### src/positional_ordered_list_assert.svh
// assertion macros shared by the positional ordered list rtl
// depends on nothing; the including module supplies clock and reset names
`ifndef POSITIONAL_ORDERED_LIST_ASSERT_SVH
`define POSITIONAL_ORDERED_LIST_ASSERT_SVH

// same-cycle implication, off while reset is low
`define POL_ASSERT_IMP(label, clk, rst_n, ante, cons, msg) \
  label: assert property (@(posedge clk) disable iff (!rst_n) (ante) |-> (cons)) \
    else $error(msg);

// next-cycle implication, off while reset is low
`define POL_ASSERT_NXT(label, clk, rst_n, ante, cons, msg) \
  label: assert property (@(posedge clk) disable iff (!rst_n) (ante) |=> (cons)) \
    else $error(msg);

`endif

### src/pol_pkg.sv
// types and constants for the positional ordered list
// used by the channel interfaces, the cell and the top level
`timescale 1ns / 1ps

package pol_pkg;

  localparam int VALUE_W  = 32;
  localparam int POS_W    = 16;
  localparam int FUNC_W   = 2;
  localparam int STATUS_W = 3;
  localparam int COUNT_W  = 6;

  // request operation codes
  typedef enum logic [FUNC_W-1:0] {
    FN_INSERT = 2'd0,
    FN_ERASE  = 2'd1,
    FN_DUMP   = 2'd2,
    FN_NOP    = 2'd3
  } func_t;

  // result status codes
  typedef enum logic [STATUS_W-1:0] {
    ST_OK       = 3'd0,
    ST_CLAMPED  = 3'd1,
    ST_NEGATIVE = 3'd2,
    ST_FULL     = 3'd3,
    ST_EMPTY    = 3'd4
  } status_t;

  // sequencer states
  typedef enum logic {
    S_IDLE = 1'b0,
    S_DUMP = 1'b1
  } state_t;

  // what every cell does this cycle
  typedef enum logic [1:0] {
    CELL_HOLD   = 2'd0,
    CELL_INSERT = 2'd1,
    CELL_ERASE  = 2'd2,
    CELL_ROTATE = 2'd3
  } cell_op_t;

  typedef struct packed {
    cell_op_t               op;
    logic [VALUE_W-1:0]     value;
  } cell_ctrl_t;

endpackage

### src/pol_if.sv
// valid/ready channel interfaces for the positional ordered list
// depends on pol_pkg for field widths
`timescale 1ns / 1ps

interface pol_in_if import pol_pkg::*; ();
  logic                      valid;
  logic                      ready;
  logic [FUNC_W-1:0]         func;
  logic signed [VALUE_W-1:0] value;
  logic signed [POS_W-1:0]   position;

  modport source (output valid, func, value, position, input ready);
  modport sink   (input valid, func, value, position, output ready);
endinterface

interface pol_out_if import pol_pkg::*; ();
  logic                      valid;
  logic                      ready;
  logic [STATUS_W-1:0]       status;
  logic [COUNT_W-1:0]        count;
  logic signed [VALUE_W-1:0] entry_value;
  logic                      last;

  modport source (output valid, status, count, entry_value, last, input ready);
  modport sink   (input valid, status, count, entry_value, last, output ready);
endinterface

### src/pol_cell.sv
// one storage cell of the list chain: holds one entry at a fixed index
// depends on pol_pkg for the cell control struct
`timescale 1ns / 1ps

module pol_cell import pol_pkg::*; #(
  parameter int IDX   = 0,
  parameter int IDX_W = 6
) (
  input  logic               clk,
  input  cell_ctrl_t         ctrl,
  input  logic [IDX_W-1:0]   pos,
  input  logic [IDX_W-1:0]   cnt,
  input  logic [VALUE_W-1:0] left_val,
  input  logic [VALUE_W-1:0] right_val,
  input  logic [VALUE_W-1:0] head_val,
  output logic [VALUE_W-1:0] data
);

  localparam logic [IDX_W-1:0] MY_IDX  = IDX_W'(IDX);
  localparam logic [IDX_W-1:0] MY_NEXT = IDX_W'(IDX + 1);

  logic [VALUE_W-1:0] data_r;
  logic [VALUE_W-1:0] data_nxt;

  // pick own value, the new value or a neighbor
  always_comb begin
    data_nxt = data_r;
    unique case (ctrl.op)
      CELL_HOLD: data_nxt = data_r;
      CELL_INSERT: begin
        priority if (MY_IDX == pos) begin
          data_nxt = ctrl.value;
        end else if (MY_IDX > pos) begin
          data_nxt = left_val;
        end else begin
          data_nxt = data_r;
        end
      end
      CELL_ERASE: begin
        if (MY_IDX >= pos) begin
          data_nxt = right_val;
        end
      end
      CELL_ROTATE: begin
        // rotate the occupied part left by one, head wraps to the tail
        priority if (MY_NEXT < cnt) begin
          data_nxt = right_val;
        end else if (MY_NEXT == cnt) begin
          data_nxt = head_val;
        end else begin
          data_nxt = data_r;
        end
      end
      default: data_nxt = data_r;
    endcase
  end

  always_ff @(posedge clk) begin
    data_r <= data_nxt;
  end

  assign data = data_r;

endmodule

### src/positional_ordered_list.sv
// top level of the positional ordered list: sequencer plus chain of cells
// depends on pol_pkg, pol_if, pol_cell and positional_ordered_list_assert.svh
//
//  channel | dir | fields
//  in_ch   | in  | func, value, position
//  out_ch  | out | status, count, entry_value, last
//
// insert, erase, rejected and unused requests are handled on acceptance; the result is
// registered and shows in the cycle after acceptance.
// during a dump of N entries the cell chain rotates once per
// emitted entry and is back in order after the last one.
// reset (rst_n low, synchronous) empties the list; cell contents are not cleared.
// a stalled result holds the chain and blocks new requests until taken.
`timescale 1ns / 1ps
`include "positional_ordered_list_assert.svh"

module positional_ordered_list import pol_pkg::*; #(
  parameter int CAPACITY = 32
) (
  input logic      clk,
  input logic      rst_n,
  pol_in_if.sink   in_ch,
  pol_out_if.source out_ch
);

  localparam int CNT_W = $clog2(CAPACITY + 1);
  localparam logic [CNT_W-1:0] CAP_CNT = CNT_W'(CAPACITY);

  state_t                state_r, state_nxt;
  logic [CNT_W-1:0]      cnt_r, cnt_nxt;
  logic [CNT_W-1:0]      idx_r, idx_nxt;
  logic                  out_valid_r, out_valid_nxt;
  status_t               status_r, status_nxt;
  logic [COUNT_W-1:0]    count_r, count_nxt;
  logic [VALUE_W-1:0]    ev_r, ev_nxt;
  logic                  last_r, last_nxt;

  logic                  out_free;
  logic                  in_rdy;
  logic                  in_acc;
  logic                  out_load;
  logic                  pos_neg;
  logic [POS_W-2:0]      pos_mag;
  logic                  pos_past;
  logic                  pos_at_or_past;
  logic                  dump_last;
  logic [CNT_W-1:0]      cell_pos;
  cell_ctrl_t            cell_ctrl;
  logic [VALUE_W-1:0]    cell_q [CAPACITY];

  // handshake
  assign out_free = !out_valid_r || out_ch.ready;
  assign in_rdy   = (state_r == S_IDLE) && out_free;
  assign in_acc   = in_ch.valid && in_rdy;
  assign in_ch.ready = in_rdy;

  // position decode
  assign pos_neg        = in_ch.position[POS_W-1];
  assign pos_mag        = in_ch.position[POS_W-2:0];
  assign pos_past       = pos_mag > (POS_W-1)'(cnt_r);
  assign pos_at_or_past = pos_mag >= (POS_W-1)'(cnt_r);
  assign dump_last      = CNT_W'(idx_r + 1'b1) == cnt_r;

  // next state
  always_comb begin
    state_nxt = state_r;
    unique case (state_r)
      S_IDLE: begin
        if (in_acc && (in_ch.func == FN_DUMP) && (cnt_r != '0)) begin
          state_nxt = S_DUMP;
        end
      end
      S_DUMP: begin
        if (out_free && dump_last) begin
          state_nxt = S_IDLE;
        end
      end
      default: state_nxt = S_IDLE;
    endcase
  end

  // datapath control and result
  always_comb begin
    cell_ctrl.op    = CELL_HOLD;
    cell_ctrl.value = in_ch.value;
    cell_pos        = '0;
    cnt_nxt         = cnt_r;
    idx_nxt         = idx_r;
    out_load        = 1'b0;
    status_nxt      = ST_OK;
    ev_nxt          = '0;
    last_nxt        = 1'b1;
    unique case (state_r)
      S_IDLE: begin
        if (in_acc) begin
          unique case (func_t'(in_ch.func))
            FN_INSERT: begin
              out_load = 1'b1;
              priority if (pos_neg) begin
                status_nxt = ST_NEGATIVE;
              end else if (cnt_r >= CAP_CNT) begin
                status_nxt = ST_FULL;
              end else begin
                cell_ctrl.op = CELL_INSERT;
                cell_pos     = pos_past ? cnt_r : CNT_W'(pos_mag);
                cnt_nxt      = CNT_W'(cnt_r + 1'b1);
              end
            end
            FN_ERASE: begin
              out_load = 1'b1;
              priority if (pos_neg) begin
                status_nxt = ST_NEGATIVE;
              end else if (cnt_r == '0) begin
                status_nxt = ST_EMPTY;
              end else begin
                cell_ctrl.op = CELL_ERASE;
                cell_pos     = pos_at_or_past ? CNT_W'(cnt_r - 1'b1) : CNT_W'(pos_mag);
                status_nxt   = pos_at_or_past ? ST_CLAMPED : ST_OK;
                cnt_nxt      = CNT_W'(cnt_r - 1'b1);
              end
            end
            FN_DUMP: begin
              if (cnt_r == '0) begin
                out_load   = 1'b1;
                status_nxt = ST_EMPTY;
              end else begin
                idx_nxt = '0;
              end
            end
            FN_NOP: out_load = 1'b1;
            default: out_load = 1'b1;
          endcase
        end
      end
      S_DUMP: begin
        if (out_free) begin
          out_load     = 1'b1;
          ev_nxt       = cell_q[0];
          last_nxt     = dump_last;
          cell_ctrl.op = CELL_ROTATE;
          if (!dump_last) begin
            idx_nxt = CNT_W'(idx_r + 1'b1);
          end
        end
      end
      default: out_load = 1'b0;
    endcase
  end

  assign count_nxt     = COUNT_W'(cnt_nxt);
  assign out_valid_nxt = out_load ? 1'b1 : (out_ch.ready ? 1'b0 : out_valid_r);

  // control registers
  always_ff @(posedge clk) begin
    if (!rst_n) begin
      state_r     <= S_IDLE;
      cnt_r       <= '0;
      idx_r       <= '0;
      out_valid_r <= 1'b0;
    end else begin
      state_r     <= state_nxt;
      cnt_r       <= cnt_nxt;
      idx_r       <= idx_nxt;
      out_valid_r <= out_valid_nxt;
    end
  end

  // result payload register
  always_ff @(posedge clk) begin
    if (out_load) begin
      status_r <= status_nxt;
      count_r  <= count_nxt;
      ev_r     <= ev_nxt;
      last_r   <= last_nxt;
    end
  end

  assign out_ch.valid       = out_valid_r;
  assign out_ch.status      = status_r;
  assign out_ch.count       = count_r;
  assign out_ch.entry_value = ev_r;
  assign out_ch.last        = last_r;

  // cell chain
  for (genvar i = 0; i < CAPACITY; i++) begin : g_cell
    logic [VALUE_W-1:0] left_v;
    logic [VALUE_W-1:0] right_v;
    if (i == 0) begin : g_first
      assign left_v = '0;
    end else begin : g_mid_l
      assign left_v = cell_q[i-1];
    end
    if (i == CAPACITY - 1) begin : g_last
      assign right_v = '0;
    end else begin : g_mid_r
      assign right_v = cell_q[i+1];
    end
    pol_cell #(
      .IDX   (i),
      .IDX_W (CNT_W)
    ) u_cell (
      .clk       (clk),
      .ctrl      (cell_ctrl),
      .pos       (cell_pos),
      .cnt       (cnt_r),
      .left_val  (left_v),
      .right_val (right_v),
      .head_val  (cell_q[0]),
      .data      (cell_q[i])
    );
  end

  // checks
  `POL_ASSERT_IMP(a_cnt_bound, clk, rst_n, 1'b1, cnt_r <= CAP_CNT, "count above capacity")
  `POL_ASSERT_IMP(a_no_req_in_dump, clk, rst_n, state_r == S_DUMP, !in_ch.ready, "request taken during dump")
  `POL_ASSERT_NXT(a_ins_grows, clk, rst_n, in_acc && (in_ch.func == FN_INSERT) && !pos_neg && (cnt_r < CAP_CNT), cnt_r == CNT_W'($past(cnt_r) + 1'b1), "insert did not grow list")
  `POL_ASSERT_NXT(a_dump_ends, clk, rst_n, (state_r == S_DUMP) && out_free && dump_last, (state_r == S_IDLE) && out_ch.valid && out_ch.last, "dump did not end on last")

endmodule
### src/flat_wrapper.sv
// flat-port wrapper written by rule: the top's interface ports become plain ports
module positional_ordered_list_flat import pol_pkg::*;
#(
  parameter int CAPACITY = 32
)
  (clk, rst_n, in_ch_valid, in_ch_func, in_ch_value, in_ch_position, in_ch_ready, out_ch_valid, out_ch_status, out_ch_count, out_ch_entry_value, out_ch_last, out_ch_ready);
  pol_in_if in_ch_i ();
  pol_out_if out_ch_i ();
  input logic clk;
  input logic rst_n;
  input wire logic [$bits(in_ch_i.valid)-1:0] in_ch_valid;
  input wire logic [$bits(in_ch_i.func)-1:0] in_ch_func;
  input wire logic [$bits(in_ch_i.value)-1:0] in_ch_value;
  input wire logic [$bits(in_ch_i.position)-1:0] in_ch_position;
  output wire logic [$bits(in_ch_i.ready)-1:0] in_ch_ready;
  output wire logic [$bits(out_ch_i.valid)-1:0] out_ch_valid;
  output wire logic [$bits(out_ch_i.status)-1:0] out_ch_status;
  output wire logic [$bits(out_ch_i.count)-1:0] out_ch_count;
  output wire logic [$bits(out_ch_i.entry_value)-1:0] out_ch_entry_value;
  output wire logic [$bits(out_ch_i.last)-1:0] out_ch_last;
  input wire logic [$bits(out_ch_i.ready)-1:0] out_ch_ready;
  assign in_ch_i.valid = in_ch_valid;
  assign in_ch_i.func = in_ch_func;
  assign in_ch_i.value = in_ch_value;
  assign in_ch_i.position = in_ch_position;
  assign in_ch_ready = in_ch_i.ready;
  assign out_ch_valid = out_ch_i.valid;
  assign out_ch_status = out_ch_i.status;
  assign out_ch_count = out_ch_i.count;
  assign out_ch_entry_value = out_ch_i.entry_value;
  assign out_ch_last = out_ch_i.last;
  assign out_ch_i.ready = out_ch_ready;
  positional_ordered_list #(.CAPACITY(CAPACITY)) u_core (.clk(clk), .rst_n(rst_n), .in_ch(in_ch_i), .out_ch(out_ch_i));
endmodule
### config.mk
export PLATFORM = sky130hd
export DESIGN_NAME = positional_ordered_list_flat
export DESIGN_NICKNAME = d
export VERILOG_FILES = /design/src/pol_pkg.sv /design/src/pol_if.sv /design/src/pol_cell.sv /design/src/positional_ordered_list.sv /design/src/flat_wrapper.sv
export VERILOG_INCLUDE_DIRS = /design/src /design/src/src
export SDC_FILE = /design/constraint.sdc
export NUM_CORES = 2
export LEC_CHECK = 0
export BUFFER_PORTS_ARGS = -buffer_cell sky130_fd_sc_hd__buf_4
export CORE_MARGIN = 5
export CORE_UTILIZATION = 47
export DETAILED_ROUTE_END_ITERATION = 12
export PLACE_DENSITY = 0.65
export SETUP_SLACK_MARGIN = 0.5
export SKIP_CTS_REPAIR_TIMING = 1
export SLEW_MARGIN = 20
export SYNTH_ARGS = -nofsm -noshare
export SYNTH_HDL_FRONTEND = slang
export SYNTH_SLANG_ARGS = --single-unit
### constraint.sdc
create_clock -name clk -period 13.1 [get_ports clk]
set_clock_uncertainty 0.1 [all_clocks]
set_input_delay 1.965 -clock clk [delete_from_list [all_inputs] [get_ports clk]]
set_output_delay 1.965 -clock clk [all_outputs]
set_load 0.01 [all_outputs]
# Word-level counts from Yosys, hierarchy flattened
# Index checks and enable logic that the tools add are counted.
[totals]
reg_bits = 1080
in_bits = 54
out_inout_bits = 44
elab_cells = 602
[op_classes]
n_addsub = 3
order_cmp = 99
n_eq_ne = 170
mux = 238
n_bitwise = 3
reduce_logical = 49
[ops]
columns = ["op", "n"]
rows = [
  ["two-way mux 32 bit", 159],
  ["case mux 32 bit (3 select lines)", 32],
  ["equality test 5 x 6 -> 1 bit (first input constant)", 32],
  ["inequality test 3 bit (second input constant)", 63],
  ["AND reduction 4 bit", 32],
  ["two-way mux 6 bit", 19],
  ["equality test 4 x 6 -> 1 bit (first input constant)", 16],
  [">= comparator 5 x 6 -> 1 bit (first input constant)", 16],
  ["> comparator 5 x 6 -> 1 bit (first input constant)", 16],
  ["less-than comparator 5 x 6 -> 1 bit (first input constant)", 16],
  ["inequality test 2 bit (second input constant)", 37],
  ["equality test 3 x 6 -> 1 bit (first input constant)", 8],
  [">= comparator 4 x 6 -> 1 bit (first input constant)", 8],
  ["> comparator 4 x 6 -> 1 bit (first input constant)", 8],
  ["less-than comparator 4 x 6 -> 1 bit (first input constant)", 8],
  ["case mux 6 bit (2 select lines)", 3],
  ["equality test 2 x 6 -> 1 bit (first input constant)", 4],
  [">= comparator 3 x 6 -> 1 bit (first input constant)", 4],
  ["> comparator 3 x 6 -> 1 bit (first input constant)", 4],
  ["less-than comparator 3 x 6 -> 1 bit (first input constant)", 4],
  [">= comparator 15 x 6 -> 1 bit", 1],
  ["> comparator 15 x 6 -> 1 bit", 1],
  ["adder 6 x 1 -> 6 bit (second input constant)", 2],
  [">= comparator 1 x 6 -> 1 bit (first input constant)", 2],
  ["32 further kinds", 67],
]

# Longest topological paths before layout
[depth]
word_depth = 11
mapped_depth = 18
depth_no_buf = 11

# By module
# A second synthesis with hierarchy kept.
[hier_totals]
cells_unflattened = 6980
hier_area_um2 = 76709.8
[modules_own_cells]
columns = ["mod", "n_inst", "cells_per_inst", "area_per_inst_um2", "seq_area_each_um2"]
rows = [
  ["positional_ordered_list", 1, 294, 3049.2, 1541.5],
  ["pol_cell (u_core.g_cell[2].u_cell)", 1, 275, 2954.1, 960.9],
  ["pol_cell (u_core.g_cell[18].u_cell)", 1, 275, 2925.3, 960.9],
  ["pol_cell (u_core.g_cell[4].u_cell)", 1, 273, 2842.7, 960.9],
  ["pol_cell (u_core.g_cell[26].u_cell)", 1, 276, 2819.0, 960.9],
  ["pol_cell (u_core.g_cell[0].u_cell)", 1, 272, 2801.4, 960.9],
  ["pol_cell (u_core.g_cell[15].u_cell)", 1, 309, 2701.3, 960.9],
  ["pol_cell (u_core.g_cell[27].u_cell)", 1, 244, 2438.6, 960.9],
  ["pol_cell (u_core.g_cell[28].u_cell)", 1, 272, 2408.6, 960.9],
  ["pol_cell (u_core.g_cell[6].u_cell)", 1, 238, 2394.8, 960.9],
  ["pol_cell (u_core.g_cell[7].u_cell)", 1, 240, 2319.7, 960.9],
  ["pol_cell (u_core.g_cell[23].u_cell)", 1, 243, 2303.5, 960.9],
  ["pol_cell (u_core.g_cell[24].u_cell)", 1, 193, 2247.2, 960.9],
  ["pol_cell (u_core.g_cell[20].u_cell)", 1, 196, 2237.1, 960.9],
  ["19 more rows", "n/a", "n/a", "n/a", "n/a"],
]

# Worst setup path before layout
# No wires, ideal clock.
[synth_timing]
kind = "input to register"
startpoint = "input port in_ch_position[4]"
endpoint = "register u_core.g_cell[1].u_cell.data_r[0], enable pin"
setup_time_ps = 595
t_arrival_ps = 9133
t_required_ps = 12405
slack_ps = 3272
path_stages = 10
n_path_buf = 1
path_cell_list = "ha_1 a21o_1 a211o_1 o21a_1 nor2_4 mux2_2 and2_1 buf_2 a31oi_1 a2111oi_0"
[synth_between]
elab_chain_cells = 10
elab_cells_between_ends = 17
classes_between = "4 x order compare; 3 x eq/ne; 9 x mux; 1 x reduce/logical"
[synth_rtl]
columns = ["item", "line", "source"]
rows = [
  ["from (decl)", "flat_wrapper.sv:14", "input wire logic [$bits(in_ch_i.position)-1:0] in_ch_position;"],
  [">= comparator 15 x 6 -> 1 bit / > comparator 15 x 6 -> 1 bit (equally long branches)", "positional_ordered_list.sv:61, positional_ordered_list.sv:60", ""],
  ["two-way mux 6 bit (on tied branches)", "positional_ordered_list.sv:117, positional_ordered_list.sv:105", ""],
  ["two-way mux 6 bit (on tied branches)", "positional_ordered_list.sv:113, positional_ordered_list.sv:101", ""],
  ["two-way mux 6 bit (on tied branches)", "positional_ordered_list.sv:111, positional_ordered_list.sv:99", ""],
  ["case mux 6 bit (2 select lines) *", "positional_ordered_list.sv:96", "unique case (func_t'(in_ch.func))"],
  ["two-way mux 6 bit *", "positional_ordered_list.sv:95", "if (in_acc) begin"],
  ["two-way mux 6 bit *", "positional_ordered_list.sv:93", "unique case (state_r)"],
  ["> comparator 1 x 6 -> 1 bit, or another cell as far along", "pol_cell.sv:33", "end else if (MY_IDX > pos) begin"],
  ["inequality test 3 bit (no line) / inequality test 2 bit (equally long branches)", "n/a", ""],
  ["AND reduction 4 bit (no line) *", "n/a", ""],
  ["to (signal assigned)", "pol_cell.sv:59", "data_r <= data_nxt;"],
  ["to (decl)", "pol_cell.sv:22", "logic [VALUE_W-1:0] data_r;"],
]
# Every way passes the cells marked *; elsewhere a longest branch is shown, timed or not.
# A chain may end at the register's enable or synchronous reset.

# Final worst setup path
[layout_timing]
startpoint = "input port in_ch_position[4]"
endpoint = "register u_core.g_cell[4].u_cell.data_r[19], enable pin"
[layout_between]
elab_chain_cells = 10
elab_cells_between_ends = 17
classes_between = "4 x order compare; 3 x eq/ne; 9 x mux; 1 x reduce/logical"
[layout_rtl]
columns = ["item", "line"]
rows = [
  [">= comparator 15 x 6 -> 1 bit / > comparator 15 x 6 -> 1 bit (equally long branches)", "positional_ordered_list.sv:61, positional_ordered_list.sv:60"],
  ["two-way mux 6 bit (on tied branches)", "positional_ordered_list.sv:117, positional_ordered_list.sv:105"],
  ["two-way mux 6 bit (on tied branches)", "positional_ordered_list.sv:113, positional_ordered_list.sv:101"],
  ["two-way mux 6 bit (on tied branches)", "positional_ordered_list.sv:111, positional_ordered_list.sv:99"],
  ["case mux 6 bit (2 select lines) *", "positional_ordered_list.sv:96"],
  ["two-way mux 6 bit *", "positional_ordered_list.sv:95"],
  ["two-way mux 6 bit *", "positional_ordered_list.sv:93"],
  ["> comparator 3 x 6 -> 1 bit, or another cell as far along", "pol_cell.sv:33"],
  ["inequality test 3 bit (no line) / inequality test 2 bit (equally long branches)", "n/a"],
  ["AND reduction 4 bit (no line) *", "n/a"],
  ["to (signal assigned)", "pol_cell.sv:59"],
  ["to (decl)", "pol_cell.sv:22"],
]
# Marked as above.

==> flow_summary.yaml <==
logic_synthesis:
  avgSynthCellArea_um2: 10.92
  synth_top_area_share: 0.5215
  synth_ff_type: "edfxtp_1"
  synth-seq-cells: 1080
  synth_common_cells: "edfxtp_1 (1,066), o211ai_1 (902), a22oi_1 (705)"
  ys_seq_area_frac: 0.5261
  synth_warnings: 0
  yosysMostFrequentCell: "edfxtp_1"
  yosysUniqueCellTypes: 83
  synthesis.area_um2: 61380
  ys_async_sr_fraction: 0
  syn_nets: 5688
  synth_area_leaders: "edfxtp_1 (52%), o211ai_1 (11%), a22oi_1 (8.6%), mux2i_1 (5.8%), clkbuf_1 (4.0%)"
  synth-edff-count: 1066
  yosys.area.top_type: "edfxtp_1"
  synthCells: 5623
sta:
  clock.fmax_mhz: 147.2
  finalHoldViolations: 0
  slew_viol_final: 0
  finalCritPeriodShare: 0.5187
  slew_headroom: 0.1666
  setup_viol: 0
  worst_slew_pin_slew_ns: 1.244
  rsz0062_at_grt: "false"
  final.setup.tns_ns: 0
  finalCriticalPeriod_ns: 6.795
cts:
  h-tree-depth: 3
  clkTransAtPathRegs_ns: 0.06
  clock_latency_ns: 0.76
  cts_sinks: 1080
  cts_buffer_depth: 3
  numCtsBuffers: 118
  ctsRootBufferMaster: "clkbuf_16"
  cts_tree: "done"
finish:
  area_growth_syn_to_layout_pct: 9.597
  instances_no_fill: 7125
  post-route-util: 0.5189
  final_nets: 5340
  drive_gt1_frac: 0.1245
setup_path:
  slowest_delay_ns: 0.94
  cp_max_fo: 67
  required_ns: 13.40
  r2r_slack_ns: 6.38
  rr_startpoint: "u_core.cnt_r[4]$_SDFF_PN0_"
  critPathArrivalTime_ns: 7.10
  cpMaxStageDelayCell: "or4_4"
  path_class: "input port to flip-flop"
  rr_worst_depth: 15
  endpoint_kind: "flip-flop"
  critPathLaunch: "in_ch_position[4]"
  crit_top_cell: "buf_4"
  worstSetupStartpointType: "input port"
  regToRegEndpoint: "u_core.g_cell[4].u_cell.data[19]$_DFFE_PP_"
  crit_chain: "buf_4 -> ha_1 -> a21o_1 -> a211o_1 -> o21a_1 -> nor2_4 -> mux2_2 -> and2_1 -> buf_4 -> or4_4 -> or2_2 -> buf_4 -> a221oi_4 -> buf_4"
  crit_end: "u_core.g_cell[4].u_cell.data[19]$_DFFE_PP_"
place:
  numPlacedInstances: 6897
  gp_congestion: 1.021
  portBuffers: 97
  hpwl_mm: 172.1
floorplanning:
  io_pins: 98
  dieHeight_um: 371.4
  start_util: 0.4735
  die-area_um2: 137900
  core-area_um2: 129600
  die_w_um: 371.4
  rows: 132
power:
  peakVddDrop_mv: 0.1281
  leakagePower_nw: 21.76
  p_per_area_nw_per_um2: 119.8
routing:
  drc_errors: 0
  routedWlPerCell_um: 38.18
  drt_pass1_iterations: 7
  wl_mm: 272.1
  viasPerCell: 7.853
  ant_nets: 0
  vias: 55950
  drt_iter0_markers: 11460
global_route:
  grt_use_total: 0.3780
  grt_pass1_vias: 51360
  grt_max_degree: 206
  grt_pass1_wl_mm: 384.4
  overflow: 0
  antenna_found_initial: 10
outcome:
  status: "finished clean"
job:
  maxCapViolCount: 0
hold_path:
  hold_path.class: "flip-flop to flip-flop"
per-layer routing:
layer / vias to the layer above / routed length [µm] / GRT usage
met1: 27390 / 103900 / 0.5363
met3: 742 / 52010 / 0.1886
met4: 8 / 10510 / 0.1268
met5: - / 54 / 0
li1: 22160 / - / -
met2: 5650 / 105600 / 0.4973
stage by stage:
step | hold WS, ns | setup slack (ns) | power, W | cell area [µm²]
floorplan | 0.3609 | 3.272 | 0.004410 | 61380
global placement | 0.3694 | 5.629 | 0.004700 | 63480
detailed placement | 0.3823 | 5.642 | 0.004712 | 63480
CTS | 0.3900 | 6.441 | 0.008008 | 67230
global route | 0.4538 | 6.183 | 0.008222 | 67260
finish | 0.3890 | 6.305 | 0.008061 | 67270
placed cells by master, fill, tap and decap left out, types with 7 or more instances in the layout:
cell type / n
clkinv_1: 38
o21ai_4: 12
o22ai_1: 34
nand2_2: 13
nor3_1: 39
nand4_1: 12
a21oi_1: 100
clkbuf_16: 120
o211ai_2: 60
clkinv_2: 22
xnor2_1: 9
o21ai_1: 54
o211ai_1: 902
and2_1: 17
a41oi_1: 31
a31oi_1: 39
o221ai_1: 192
diode_2: 8
nand2b_1: 7
edfxtp_1: 1066
o21ai_2: 18
dfxtp_1: 14
inv_1: 37
clkbuf_1: 21
a21o_1: 7
bufinv_16: 9
buf_4: 310
ha_1: 11
o21ai_0: 233
a21oi_2: 8
a22oi_1: 705
or2_2: 10
nor2_1: 105
mux2i_1: 356
nand2_1: 373
nand3_1: 235
report_power, final:
part	switching (W)	total, W	internal (W)
clock	0.00151	0.00337	0.00186
sequential	0.0000813	0.00401	0.00392
combinational	0.000504	0.000684	0.000180
worst max-delay path: cells and delay by family:
kind	cells	cell delay, ns
simple gates	4	1.82
compound gates	4	1.23
buf+inv	4	1.20
mux	1	0.43
fa+ha+maj	1	0.29
worst min path at each step:
stage	startpoint	to	slack, ns	depth (start not counted)
2_1_floorplan	u_core.idx_r[1]$_SDFFE_PN0P_	u_core.idx_r[1]$_SDFFE_PN0P_	0.36	2
3_3_place_gp	u_core.idx_r[1]$_SDFFE_PN0P_	u_core.idx_r[1]$_SDFFE_PN0P_	0.37	2
3_5_place_dp	u_core.idx_r[1]$_SDFFE_PN0P_	u_core.idx_r[1]$_SDFFE_PN0P_	0.38	2
4_1_cts	u_core.idx_r[1]$_SDFFE_PN0P_	u_core.idx_r[1]$_SDFFE_PN0P_	0.39	2
5_1_grt	u_core.idx_r[1]$_SDFFE_PN0P_	u_core.idx_r[1]$_SDFFE_PN0P_	0.45	2
6_report	u_core.idx_r[1]$_SDFFE_PN0P_	u_core.idx_r[1]$_SDFFE_PN0P_	0.39	2
layout make-up:
cell class	count	area, µm²
fill	11270	62380
sequential	1080	32290
multi-input combinational	3722	26500
clock buffer	143	3109
timing repair buffer	313	2379
tap	1742	2180
clock inverter	77	643.1
inverter	40	150.1
antenna	8	20.02
cells by family (layout without fill, tap and decap cells):
kind of cell,count (synthesis),after routing,share of synthesized area
buffers and inverters,821,573,0.05418
other,0,8,0
DFF,1080,1080,0.5261
adders and majority gates,11,11,0.002242
xor gates and xnor gates,13,13,0.002079
AOI/OAI and AO/OA,2457,2457,0.2919
muxes,359,359,0.05860
and+or+nand+nor,882,882,0.06492
flip-flops by register name, indices dropped and copies added, names as in the netlist:
name                       count
u_core.state_r                 1
u_core.out_ch.valid            1
u_core.out_ch.status           3
u_core.g_cell.u_cell.data   1024
u_core.out_ch.count            6
u_core.out_ch.entry_value     32
u_core.out_ch.last             1
u_core.cnt_r                   6
u_core.idx_r                   6
No activity file was read; power rests on OpenSTA's default activity.
